### src/pcc_pkg.sv
package pcc_pkg;

  localparam int DEF_MAX_CODE_BITS = 16;
  localparam int DEF_MAX_CODES     = 256;

  localparam int STATUS_W = 3;

  localparam logic [STATUS_W-1:0] ST_OK             = 3'd0;
  localparam logic [STATUS_W-1:0] ST_EARLIER_PREFIX = 3'd1;
  localparam logic [STATUS_W-1:0] ST_THIS_PREFIX    = 3'd2;
  localparam logic [STATUS_W-1:0] ST_DUPLICATE      = 3'd3;
  localparam logic [STATUS_W-1:0] ST_FULL           = 3'd4;
  localparam logic [STATUS_W-1:0] ST_FAILED         = 3'd5;

  // Control half of the word that walks down the cell chain.
  typedef struct packed {
    logic                valid;
    logic [STATUS_W-1:0] status;
    logic                stored;
    logic                last;
  } pcc_tok_t;

endpackage

### src/pcc_cell.sv
module pcc_cell import pcc_pkg::*; #(
  parameter int W  = DEF_MAX_CODE_BITS,
  parameter int LW = $clog2(DEF_MAX_CODE_BITS + 1),
  parameter int CW = $clog2(DEF_MAX_CODES + 1)
) (
  input  logic          clk,
  input  logic          rst_n,
  input  pcc_tok_t      tok_i,
  input  logic [W-1:0]  word_i,
  input  logic [LW-1:0] len_i,
  input  logic [CW-1:0] rem_i,
  output pcc_tok_t      tok_o,
  output logic [W-1:0]  word_o,
  output logic [LW-1:0] len_o,
  output logic [CW-1:0] rem_o
);

  pcc_tok_t            tok_r, tok_nxt;
  logic [W-1:0]        word_r;
  logic [LW-1:0]       len_r;
  logic [CW-1:0]       rem_r, rem_nxt;
  logic [W-1:0]        code_r;
  logic [LW-1:0]       slen_r;

  logic [LW-1:0]       shorter;
  logic [W-1:0]        mask;
  logic                hit;
  logic                live;
  logic                slot;
  logic [STATUS_W-1:0] cmp_status;

  // Words are held left-justified, so a prefix test looks at the top bits only.
  always_comb begin
    shorter = (len_i < slen_r) ? len_i : slen_r;
    mask    = ~({W{1'b1}} >> shorter);
    hit     = ((word_i ^ code_r) & mask) == '0;
    if (len_i == slen_r) begin
      cmp_status = ST_DUPLICATE;
    end else if (slen_r < len_i) begin
      cmp_status = ST_EARLIER_PREFIX;
    end else begin
      cmp_status = ST_THIS_PREFIX;
    end
  end

  // The remaining count reaches zero at the first empty cell, which takes the word.
  always_comb begin
    live    = tok_i.valid && (tok_i.status == ST_OK) && !tok_i.stored;
    slot    = live && (rem_i == '0);
    tok_nxt = tok_i;
    if (slot) begin
      tok_nxt.stored = 1'b1;
    end else if (live && hit) begin
      tok_nxt.status = cmp_status;
    end
    rem_nxt = (rem_i == '0) ? '0 : rem_i - 1'b1;
  end

  always_ff @(posedge clk) begin
    if (!rst_n) begin
      tok_r <= '0;
    end else begin
      tok_r <= tok_nxt;
    end
  end

  always_ff @(posedge clk) begin
    word_r <= word_i;
    len_r  <= len_i;
    rem_r  <= rem_nxt;
    if (slot) begin
      code_r <= word_i;
      slen_r <= len_i;
    end
  end

  assign tok_o  = tok_r;
  assign word_o = word_r;
  assign len_o  = len_r;
  assign rem_o  = rem_r;

endmodule

### config.mk
export PLATFORM = sky130hd
export DESIGN_NAME = pcc_cell
export DESIGN_NICKNAME = d
export VERILOG_FILES = /design/src/pcc_pkg.sv /design/src/pcc_cell.sv
export SDC_FILE = /design/constraint.sdc
export NUM_CORES = 1
export LEC_CHECK = 0
export ABC_AREA = 1
export BUFFER_PORTS_ARGS = -buffer_cell sky130_fd_sc_hd__buf_2
export CAP_MARGIN = 10
export CORE_UTILIZATION = 45
export CTS_CLUSTER_SIZE = 16
export DETAILED_ROUTE_END_ITERATION = 12
export GPL_ROUTABILITY_DRIVEN = 1
export PLACE_DENSITY = 0.71
export SLEW_MARGIN = 20
export SYNTH_ARGS = -nofsm -noshare
export SYNTH_HDL_FRONTEND = slang
export SYNTH_SLANG_ARGS = --single-unit
### constraint.sdc
create_clock -name clk -period 7.5 [get_ports clk]
set_input_delay 1.5 -clock clk [delete_from_list [all_inputs] [get_ports clk]]
set_output_delay 1.5 -clock clk [all_outputs]
set_load 0.02 [all_outputs]
* After elaboration in Yosys (flattened, before gate mapping)
Cells that the tools add are included.
** Word-level totals
- RAM bits :: 0
- Memories kept :: 0
- Input bits :: 38
- Flip-flop bits (word level) :: 57
- Bits in latches :: 0
- ROM bits :: 0
- Output and inout bits :: 36
- Word-level logic and storage cells :: 31
** Cells by class
- $add $sub $neg :: 1
- Multiplexer cells :: 6
- Div/mod/pow operators :: 0
- Reductions and logical operators :: 8
- Bitwise logic cells :: 3
- Shifts and indexed selects :: 1
- Eq/ne operators :: 1
- $lt $le $gt $ge :: 2
- Multiply operators :: 0
** Operators with widths (count)
- 16-bit bitwise AND :: 1
- 16-bit logical NOT :: 1
- 16-bit NOT :: 1
- 16-bit by 5-bit right shift with 16-bit output (first input constant) :: 1
- 16-bit bitwise XOR :: 1
- 5-bit less-than comparator :: 2
- 9-bit logical NOT :: 1
- 9-bit by 1-bit subtractor with 9-bit output (second input constant) :: 1
- 3-bit 2-to-1 mux :: 2
- 5-bit == test :: 1
- 5-bit 2-to-1 mux :: 1
- 1-bit logical AND :: 4
- 2-bit 2-to-1 mux :: 2
- 3-bit logical NOT :: 1
- 1-bit logical NOT :: 1
- 1-bit 2-to-1 mux :: 1

* Longest topological paths before layout
Gate-level depths: netlist (run 1).
- Depth after elaboration :: 9
- Depth in mapped cells :: 20

* Least setup slack after synthesis (run 1)
OpenSTA, ideal clock, no wires.
- Path type :: input -> register
- From :: in rem_i[0]
- To :: reg code_r[0], enable pin
- Arrival :: 3351 ps
- Cell stages on the path :: 6
- Buffers on the path :: 0
- Setup slack :: 3749 ps
- Cells stage by stage :: inv_1 -> ha_1 -> nand2_1 -> nor3_1 -> inv_1 -> nor2_1
** Between the ends
- Word-level cells in the longest chain between the ends :: 2
** Ends and longest elaborated chain
- start, declared :: RTL line pcc_cell.sv:11 : input logic [CW-1:0] rem_i,
- 9-bit logical NOT :: RTL line pcc_cell.sv:49 : slot = live && (rem_i == '0);
- 1-bit logical AND :: RTL line pcc_cell.sv:49
- net slot :: RTL line pcc_cell.sv:29 : logic slot;
- end signal, assigned :: RTL line pcc_cell.sv:72 : code_r <= word_i;
- end, declared :: RTL line pcc_cell.sv:22 : logic [W-1:0] code_r;
The timed path passes the listed nets, and every way through them passes these cells.
A chain may end at the register's enable or synchronous reset.

* Worst setup path in the final report (run 1)
- From :: in len_i[4]
- To :: reg tok_r, in the netlist tok_o[3]
** Between the ends
- Word-level cells in the longest chain between the ends :: 9
- Elaborated cells between the ends (all ways) :: 13
- Those cells by class :: order compare (2); eq/ne (1); shift (1); mux (5); bitwise (2); reduce/logical (2)
** Ends and longest elaborated chain
- start, declared :: RTL line pcc_cell.sv:10 : input logic [LW-1:0] len_i,
- 5-bit less-than comparator :: RTL line pcc_cell.sv:34 : shorter = (len_i < slen_r) ? len_i : slen_r;
- 5-bit 2-to-1 mux :: RTL line pcc_cell.sv:34
- 16-bit by 5-bit right shift with 16-bit output :: RTL line pcc_cell.sv:35 : mask = ~({W{1'b1}} >> shorter);
- 16-bit NOT :: RTL line pcc_cell.sv:35
- 16-bit bitwise AND :: RTL line pcc_cell.sv:36 : hit = ((word_i ^ code_r) & mask) == '0;
- 16-bit logical NOT :: RTL line pcc_cell.sv:36
- 1-bit logical AND :: RTL line pcc_cell.sv:53 : end else if (live && hit) begin
- 3-bit 2-to-1 mux (*) :: RTL line pcc_cell.sv:53
- 3-bit 2-to-1 mux (*) :: RTL line pcc_cell.sv:51 : if (slot) begin
- end signal, assigned :: RTL line pcc_cell.sv:63 : tok_r <= tok_nxt;
- end, declared :: RTL line pcc_cell.sv:18 : pcc_tok_t tok_r, tok_nxt;
Every way passes the cells marked *; elsewhere a longest branch is shown, timed or not.

==> metrics.yaml, run 1 <==
status: "completed"
ys_types: 21
switchingPower_mw: 0.171
dp_slack_ns: 3.48
path_cells: "buf_2, inv_1, ha_1, a21oi_1, nand3_2, nand2_2, nand2_1, nand2_2, nand2_2, nand2_2, nand2_1, nor2_1, nand2_1, nor2_2, nand3_2, nand2_1, inv_1, nor2_1"
fmax_ghz: 0.287
layout_setup_ws_ns: 4.02
drc: 0
die_w_um: 75.4
ctsResizeCount: 0
start_util_pct: 47.1
ir_drop_v: 0.000145
multiInputGateArea_um2: 917
gr-usage-all-layers_pct: 17.8
hold_path.class: "reg2reg"
cts_made_buffers: 9
cts_tree: "built"
reg2reg_to: "tok_o[3]"
cts.path.max_buffers: 2
portBuffers: 73
synth_cells: 254
cts.sinks: 57
gp_congestion: 0.853
cts-root-buf: "clkbuf_8"
power_density_nw_per_um2: 236
cp.arrival_ns: 3.74
internal_power_mw: 0.555
max-cap-violations: 0
syn_area_um2: 2420
rrSetupSlack_ns: 4.92
fp.coreArea_um2: 5140
final_antenna_net_count: 0
ys_seq_area_share_pct: 55.8
switching_share_pct: 23.5
p_leak_nw: 1.51
hpwlAfterDp_um: 3460
die_y_um: 75.4
tns_ns: 0
synth_area_per_cell_um2: 9.54
grt_pass1_wl_um: 7350
nNetsFinal: 379
grt_overflow: 0
areaGrowthSynthToFinish_pct: 26.8
seqCellArea_um2: 1350
tightestPinTransition_ns: 0.657
rows: 26
cts_htree_levels: 3
start_kind: "input pin"
seqPwrFrac_pct: 46.0
clkPwrFrac_pct: 42.6
skew_ns: 0.00384
avgRoutedWirePerCell_um: 11.2
n_antenna_cell: 0
placedCellCount: 394
startpoint: "len_i[4]"
fillers: 482
worstPathRequired_ns: 7.76
min_period_ns: 3.48
worstHoldPathCells: 7
initialDrtViolationCount: 122
vias: 1850
viasPerCell: 4.51
end_kind: "register"
syn_nets: 298
path_class: "in2reg"
path_clk_slew_ns: 0.06
cts_setup_buffers: 0
drive_gt1_share_pct: 34.4
holdWs_ns: 0.878
cp_slowest_cell: "ha_1"
io_pins: 74
routed_wl_um: 4600
layout_common_cells: "buf_2, nand2_1, dfxtp_1"
yosys_warnings: 0
fin_crit_sh_pct: 46.4
reg2reg_from: "slen_r[4]"
maxSlewHeadroom_pct: 56.1
grt_max_degree: 23
maxSlewViolCount: 0
synth-seq-cells: 57
clk-insertion-delay-late_ns: 0.33
final_common_cell: "buf_2"
crit_fanout: 12
reg2reg_depth: 16
dr.pass1.iters: 4
dieArea_um2: 5680
setup_viol: 0
holdBufCountCts: 0
hold_viol: 0
slowest_delay_ns: 0.31
power_mw: 0.726
grt_pass1_vias: 1700
critPathCapture: "tok_o[3]"
antenna_found_initial: 0
final-instance-count-excl-fill: 410
combPwrFrac_pct: 11.4
rsz0062_at_grt: "no"
cell families after synthesis:
logic type	Yosys count	synth area share, %
buf+inv	38	6.66
simple gates	122	24.7
fa+ha+maj	6	3.10
compound gates	11	2.48
xor+xnor	20	7.23
flops	57	55.8
through the flow:
| step | utilization (%) | cell area, um^2 |
|---|---|---|
| global route | 59.8 | 3070 |
| global placement | 55.4 | 2850 |
| finish | 59.8 | 3070 |
| CTS | 59.7 | 3070 |
| detailed placement | 55.4 | 2850 |
| floorplan | - | 2420 |
worst max-delay path: cells and delay by family:
family	cells	cell delay [ns]
simple gates	13	1.53
buf+inv	3	0.20
compound gates	1	0.18
fa+ha+maj	1	0.31
worst min path at each step:
stage	start	endpoint	slack, ns
final	code_r[5]	tok_o[2]	0.88
after global routing	code_r[5]	tok_o[2]	0.96
after CTS	code_r[5]	tok_o[2]	0.88
after detailed placement	code_r[5]	tok_o[2]	0.87
after global placement	code_r[5]	tok_o[2]	0.85
after floorplan	code_r[5]	tok_o[2]	0.79
power by group through the flow:
stage | registers [mW] | logic, mW | clock network [mW]
6_report | 0.334 | 0.0828 | 0.309
2_1_floorplan | 0.356 | 0.0370 | 0
3_5_place_dp | 0.341 | 0.0829 | 0
3_3_place_gp | 0.340 | 0.0816 | 0
4_1_cts | 0.334 | 0.0834 | 0.316
5_1_grt | 0.335 | 0.0926 | 0.333
final cells by class:
class	instances	area share (%)
Clock buffer	10	4.48
Clock inverter	6	2.65
Inverter	35	4.28
Multi-Input combinational cell	159	29.9
Sequential cell	57	44.0
Tap cell	70	2.85
Timing Repair Buffer	73	11.9
cells in the mapped netlist, drive strengths merged:
master | n | area share [%]
o21a | 2 | 0.62
a21oi | 5 | 1.0
nand3 | 24 | 6.0
dfxtp | 36 | 30
buf | 3 | 1.2
edfxtp | 21 | 26
nand2 | 69 | 13
o21ai | 4 | 0.83
nor3 | 3 | 0.62
inv | 35 | 5.4
ha | 6 | 3.1
xnor2 | 8 | 2.9
nor2 | 21 | 4.3
or2 | 1 | 0.26
xor2 | 12 | 4.3
nand4 | 4 | 1.0
per-layer routing:
layer | vias to the layer above | global-route usage (%) | share of wire [%]
met2 | 49 | 28.4 | 48
met5 | - | 0 | 0
met1 | 821 | 22.9 | 46
met3 | 9 | 4.37 | 5.0
li1 | 971 | - | -
met4 | 0 | 8.02 | 1.7
state kept, by name, indices dropped and copies added, names as in the netlist:
signal and count:
code_r 16, word_o 16, rem_o 9, tok_o 6, len_o 5, slen_r 5
No activity file was read; power rests on OpenSTA's default activity.
==> run 2: changes to the inputs <==
==> constraint.sdc (replaced) <==
create_clock -name clk -period 3.6 [get_ports clk]
set_input_delay 0.72 -clock clk [delete_from_list [all_inputs] [get_ports clk]]
set_output_delay 0.72 -clock clk [all_outputs]
set_load 0.02 [all_outputs]
==> metrics.yaml, run 2 (synthesis gave the netlist of run 1 again) <==
status: "completed"
path_class: "in2reg"
fin_crit_sh_pct: 74.0
dieArea_um2: 5680  # unchanged
initialDrtViolationCount: 61  # -50%
worstPathRequired_ns: 3.86  # -3.90 ns
switching_share_pct: 23.4  # -0.14 points
portBuffers: 73  # unchanged
cp.arrival_ns: 2.93  # -0.81 ns
internal_power_mw: 1.14  # +110%
io_pins: 74  # unchanged
gr-usage-all-layers_pct: 17.8  # +0.062 points
die_w_um: 75.4  # unchanged
nNetsFinal: 381  # +0.53%
antenna_found_initial: 0  # unchanged
final_common_cell: "buf_2"
crit_fanout: 12  # unchanged
cts-root-buf: "clkbuf_8"
dr.pass1.iters: 5  # +1
maxSlewHeadroom_pct: 68.2  # +12 points
grt_overflow: 0  # unchanged
viasPerCell: 4.51  # about the same
startpoint: "len_i[4]"
routed_wl_um: 4530  # -1.4%
start_kind: "input pin"
ctsResizeCount: 0  # unchanged
cts.sinks: 57  # unchanged
tns_ns: 0  # unchanged
dp_slack_ns: 0.631  # -2.85 ns
die_y_um: 75.4  # unchanged
power_density_nw_per_um2: 482  # +100%
combPwrFrac_pct: 11.5  # about the same
cts_htree_levels: 3  # unchanged
grt_max_degree: 16  # -30%
switchingPower_mw: 0.349  # +100%
rsz0062_at_grt: "no"
holdBufCountCts: 0  # unchanged
cts_made_buffers: 9  # unchanged
start_util_pct: 47.1  # unchanged
maxSlewViolCount: 0  # unchanged
hold_path.class: "in2reg"
grt_pass1_vias: 1719  # +1.1%
p_leak_nw: 1.52  # +1.1%
final_antenna_net_count: 0  # unchanged
areaGrowthSynthToFinish_pct: 27.9
reg2reg_to: "tok_o[2]"
gp_congestion: 0.814  # -4.5%
rrSetupSlack_ns: 1.04  # -3.88 ns
layout_setup_ws_ns: 0.935  # -3.08 ns
end_kind: "register"
setup_viol: 0  # unchanged
critPathCapture: "tok_o[2]"
drc: 0  # unchanged
grt_pass1_wl_um: 7290  # -0.75%
cts_setup_buffers: 0  # unchanged
fmax_ghz: 0.375
tightestPinTransition_ns: 0.477  # -0.180 ns
hpwlAfterDp_um: 3520  # +1.8%
vias: 1859  # +0.49%
seqPwrFrac_pct: 46.6  # +0.6 points
cts.path.max_buffers: 2  # unchanged
path_clk_slew_ns: 0.06  # about the same
clk-insertion-delay-late_ns: 0.33  # about the same
skew_ns: 0.00614  # +0.00230 ns
n_antenna_cell: 0  # unchanged
rows: 26  # unchanged
max-cap-violations: 0  # unchanged
cts_tree: "built"
drive_gt1_share_pct: 34.5  # +0.091 points
reg2reg_from: "slen_r[2]"
hold_viol: 0  # unchanged
avgRoutedWirePerCell_um: 11.0  # -1.9%
clkPwrFrac_pct: 41.9  # -0.7 points
ir_drop_v: 0.000291  # +100%
layout_common_cells: "buf_2, nand2_1, dfxtp_1"
fillers: 476  # -1.2%
fp.coreArea_um2: 5140  # unchanged
reg2reg_depth: 18  # +2
min_period_ns: 2.67
run 2: cell count changes in the layout (fill, tap and decap cells not counted):
cell        delta
buf_4          +1
nor2_2         +1
clkinvlp_4     -1
bufinv_16      -2
clkbuf_1       +2
clkinv_2       -2
clkbuf_8       +2
clkbuf_16      +2
clkinv_1       -1
buf_12         +1
nor2_4         -1
run 2: metal layers:
layer / wire length [um] / track usage (%)
met5: 0 / 0
met4: 60 / 7.41
met3: 219 / 6.88
met2: 2180 / 27.9
met1: 2070 / 22.2
run 2: how the worst min path moves through the flow:
stage               start  depth (start not counted)    endpoint
2_1_floorplan    len_i[0]                          0    len_o[0]
3_5_place_dp    code_r[5]                          7    tok_o[3]
5_1_grt        word_i[14]                          1  word_o[14]
3_3_place_gp    code_r[5]                          7    tok_o[3]
4_1_cts         word_i[7]                          1   word_o[7]
6_report        word_i[7]                          1   word_o[7]
run 2: metrics by stage:
stage                     total power [mW]  area (um^2)  hold WS [ns]  cells  utilization [%]
after floorplan                      0.819         2420         0.748    254                -
after global placement               0.879         2880         0.855    396             55.9
after detailed placement             0.882         2880         0.859    396             55.9
after CTS                             1.51         3100         0.517    412             60.3
after global routing                  1.56         3100         0.515    412             60.3
final                                 1.49         3100         0.526    412             60.3
run 2: power by group through the flow:
stage	combinational (mW)	sequential (mW)	clock (mW)
3_3_place_gp	0.170	0.709	0
2_1_floorplan	0.0771	0.742	0
3_5_place_dp	0.173	0.709	0
5_1_grt	0.192	0.698	0.674
4_1_cts	0.174	0.696	0.643
6_report	0.172	0.695	0.626
run 2: critical path: stages:
cell	delay (ns)
buf_2	0.11
inv_1	0.05
ha_1	0.32
nand2_2	0.10
inv_1	0.04
nand2_1	0.07
nand3_2	0.23
nand2_2	0.28
nand2_1	0.12
nand2_2	0.11
nand2_2	0.08
nand2_2	0.06
nand2_1	0.05
nor2_1	0.09
nand2_1	0.06
nor2_2	0.15
nand3_2	0.08
nand2_1	0.06
inv_1	0.03
nor2_1	0.09
run 2: final cells by class:
| class | instances | area [um^2] | area share, % |
|---|---|---|---|
| sequential | 57 | 1350 | 43.6 |
| multi-input combinational | 159 | 912 | 29.4 |
| tap | 70 | 87.6 | 2.83 |
| inverter | 35 | 131 | 4.24 |
| timing repair buffer | 75 | 393 | 12.7 |
| clock buffer | 16 | 223 | 7.19 |
==> run 3: changes to the inputs <==
--- a/config.mk
+++ b/config.mk
@@ -5,14 +5,14 @@
 export SDC_FILE = /design/constraint.sdc
 export NUM_CORES = 1
 export LEC_CHECK = 0
-export ABC_AREA = 1
+export ABC_AREA = 0
 export BUFFER_PORTS_ARGS = -buffer_cell sky130_fd_sc_hd__buf_2
 export CAP_MARGIN = 10
 export CORE_UTILIZATION = 45
 export CTS_CLUSTER_SIZE = 16
 export DETAILED_ROUTE_END_ITERATION = 12
 export GPL_ROUTABILITY_DRIVEN = 1
-export PLACE_DENSITY = 0.71
+export PLACE_DENSITY = 0.75
 export SLEW_MARGIN = 20
 export SYNTH_ARGS = -nofsm -noshare
 export SYNTH_HDL_FRONTEND = slang
==> constraint.sdc (replaced) <==
create_clock -name clk -period 2.45 [get_ports clk]
set_input_delay 0.49 -clock clk [delete_from_list [all_inputs] [get_ports clk]]
set_output_delay 0.49 -clock clk [all_outputs]
set_load 0.02 [all_outputs]
==> metrics.yaml, run 3 <==
status: "finished with violations"
violations: "negative setup slack"
drive_gt1_share_pct: 45.3  # +11 points
cts-root-buf: "clkbuf_8"
path_clk_slew_ns: 0.06  # about the same
startpoint: "slen_r[1]"
rows: 25  # -3.8%
ir_drop_v: 0.000449  # +54%
crit_fanout: 7  # -5
holdWs_ns: 0.299  # -0.227 ns
end_kind: "register"
gp_congestion: 0.860  # +5.6%
tightestPinTransition_ns: 0.439  # -0.0378 ns
drc: 0  # unchanged
tns_ns: -0.0463  # -0.0463 ns
yosys_warnings: 0  # unchanged
initialDrtViolationCount: 75  # +23%
yosys-top-cells-area: "dfxtp_1, edfxtp_1, xor2_1, xnor2_1, ha_1"
slowest_delay_ns: 0.50  # +0.18 ns
clkPwrFrac_pct: 39.3  # -2.6 points
grt_pass1_vias: 1763  # +2.6%
switching_share_pct: 23.8  # +0.46 points
rsz0062_at_grt: "yes"
switchingPower_mw: 0.509  # +46%
final_common_cell: "buf_2"
hpwlAfterDp_um: 4000  # +14%
start_kind: "register"
placedCellCount: 354  # -11%
cts_tree: "built"
maxSlewHeadroom_pct: 70.3  # +2.2 points
netlist.area_leader.share_pct: 31.9  # +2.2 points
maxSlewViolCount: 0  # unchanged
cp_top_family: "simple AND/OR/NAND/NOR gates"
yosysMostFrequentCell: "dfxtp_1"
syn_nets: 237  # -20%
dieArea_um2: 5300  # -6.7%
areaGrowthSynthToFinish_pct: 45.6
layout_setup_ws_ns: -0.0293  # -0.964 ns
antenna_found_initial: 0  # unchanged
cts_htree_levels: 3  # unchanged
fmax_ghz: 0.403
power_density_nw_per_um2: 650  # +35%
cp.arrival_ns: 2.75  # -0.18 ns
synth_area_per_cell_um2: 11.7  # +23%
async_reset_ff_share_pct: 0  # unchanged
skew_ns: 0.00448  # -0.00166 ns
viasPerCell: 4.94  # +9.6%
cp_slowest_cell: "or4_4"
ys_top_cells_by_count: "dfxtp_1, edfxtp_1, nor2_1, xor2_1, xnor2_1"
critPathBufInv: 0  # -4
synth-seq-cells: 57  # unchanged
cts.sinks: 57  # unchanged
dr.pass1.iters: 4  # -1
worstPathRequired_ns: 2.72  # -1.14 ns
gr-usage-all-layers_pct: 21.5  # +3.7 points
path_class: "reg2reg"
portBuffers: 73  # unchanged
fp.coreArea_um2: 4790  # -6.9%
hold_path.class: "in2reg"
internal_power_mw: 1.63  # +42%
combPwrFrac_pct: 12.8  # +1.3 points
io_pins: 74  # unchanged
seqPwrFrac_pct: 47.9  # +1.3 points
start_util_pct: 47.1  # about the same
grt_max_degree: 14  # -2
fillers: 370  # -22%
hold_start: "word_i[5]"
avgRoutedWirePerCell_um: 14.4  # +31%
fin_util_pct: 68.6  # +8.4 points
die_y_um: 72.8  # -3.4%
nNetsFinal: 346  # -9.2%
p_leak_nw: 1.38  # -9.8%
fin_crit_sh_pct: 101
ys_types: 44  # +110%
vias: 1849  # -0.54%
max-cap-violations: 0  # unchanged
final-instance-count-excl-fill: 374  # -9.2%
min_period_ns: 2.48
cts_made_buffers: 9  # unchanged
cts.path.max_buffers: 2  # unchanged
die_w_um: 72.8  # -3.4%
grt_overflow: 0  # unchanged
synth_edf_count: 21  # unchanged
path_common_cell: "nor3_2"
synth_cells: 193  # -24%
reg2reg_from: "slen_r[1]"
final_antenna_net_count: 0  # unchanged
hold_viol: 0  # unchanged
ys_seq_area_share_pct: 59.9  # +4.1 points
yosysTopAreaCell: "dfxtp_1"
syn_area_um2: 2260  # -6.9%
grt_pass1_wl_um: 8280  # +14%
layout_common_cells: "buf_2, dfxtp_1, buf_4"
path_cells: "ha_4, and3_4, nand3_4, o21a_4, nor3_2, nor3_2, or4_4, nor4_4, a32o_1"
ys.flop_type: "dfxtp_1"
setup_viol: 2  # +2
n_antenna_cell: 0  # unchanged
dp_slack_ns: -0.419  # -1.05 ns
clk-insertion-delay-late_ns: 0.33  # about the same
routed_wl_um: 5370  # +19%
## run 3: changes by cell type in the layout (fill, tap and decap cells not counted), sizes merged, moves of 5 or more
cell   before  now
nand2      69    5
buf        75  102
inv        35    9
nand3      24    3
and2        0    5
nor4        0    5
## run 3: stage by stage
step | area (um^2) | total power, mW
floorplan | 2310 | 1.17
global placement | 2930 | 1.29
detailed placement | 2930 | 1.29
CTS | 3220 | 2.14
global route | 3280 | 2.22
finish | 3280 | 2.13
## run 3: routing by layer
metal	share of wire [%]	vias up	routed length (um)	global-route usage [%]
met5	0	-	0	0
met4	1.5	0	80	10.5
met3	4.6	9	249	4.56
met2	48	65	2570	33.0
met1	46	852	2480	28.9
li1	-	923	-	-
## run 3: cell type report
type	count	area (um^2)	share of cell area, %
sequential	57	1350	41.1
multi-input combinational	123	1010	30.8
timing repair buffer	102	612	18.6
clock buffer	13	149	4.53
tap	67	83.8	2.55
clock inverter	3	40.0	1.22
inverter	9	36.3	1.10
## run 3: power by group through the flow
stage	Combinational, mW	Sequential (mW)	Clock (mW)
floorplan	0.0845	1.09	0
global placement	0.248	1.04	0
detailed placement	0.250	1.04	0
CTS	0.263	1.02	0.857
global route	0.295	1.03	0.903
finish	0.274	1.02	0.838
## run 3: worst reg2reg max path: stages (launching register included)
cell      delay (ns)
edfxtp_1        0.44
ha_4            0.32
and3_4          0.20
nand3_4         0.09
o21a_4          0.16
nor3_2          0.13
nor3_2          0.07
or4_4           0.50
nor4_4          0.31
a32o_1          0.21
## run 3: worst paths after layout
kind | slack (ns) | end | cells past startpoint
hold reg to reg | 0.96 | tok_o[2] | 5
setup / recovery | -0.03 | tok_o[3] | 9
hold / removal | 0.30 | word_o[5] | 1
setup reg to reg | -0.03 | tok_o[3] | 9
## run 3: kinds of logic (layout without fill, tap and decap cells)
| group | after synthesis | in the layout | share of synthesized area [%] |
|---|---|---|---|
| adder cells (fa/ha/maj) | 8 | 8 | 4.22 |
| flip-flops | 57 | 57 | 59.9 |
| XOR/XNOR | 21 | 21 | 8.15 |
| AND/OR/NAND/NOR | 53 | 53 | 12.1 |
| buffers and inverters | 13 | 127 | 2.55 |
| multiplexers | 1 | 1 | 0.444 |
| AO/OA/AOI/OAI | 40 | 40 | 12.6 |
## run 3: repair_timing
action | in CTS | in global routing
setup endpoints to repair | 2 | 2
hold buffers | 0 | 0
setup buffers | 3 | 1
resized for setup | 11 | 9
pin swaps | 13 | 7
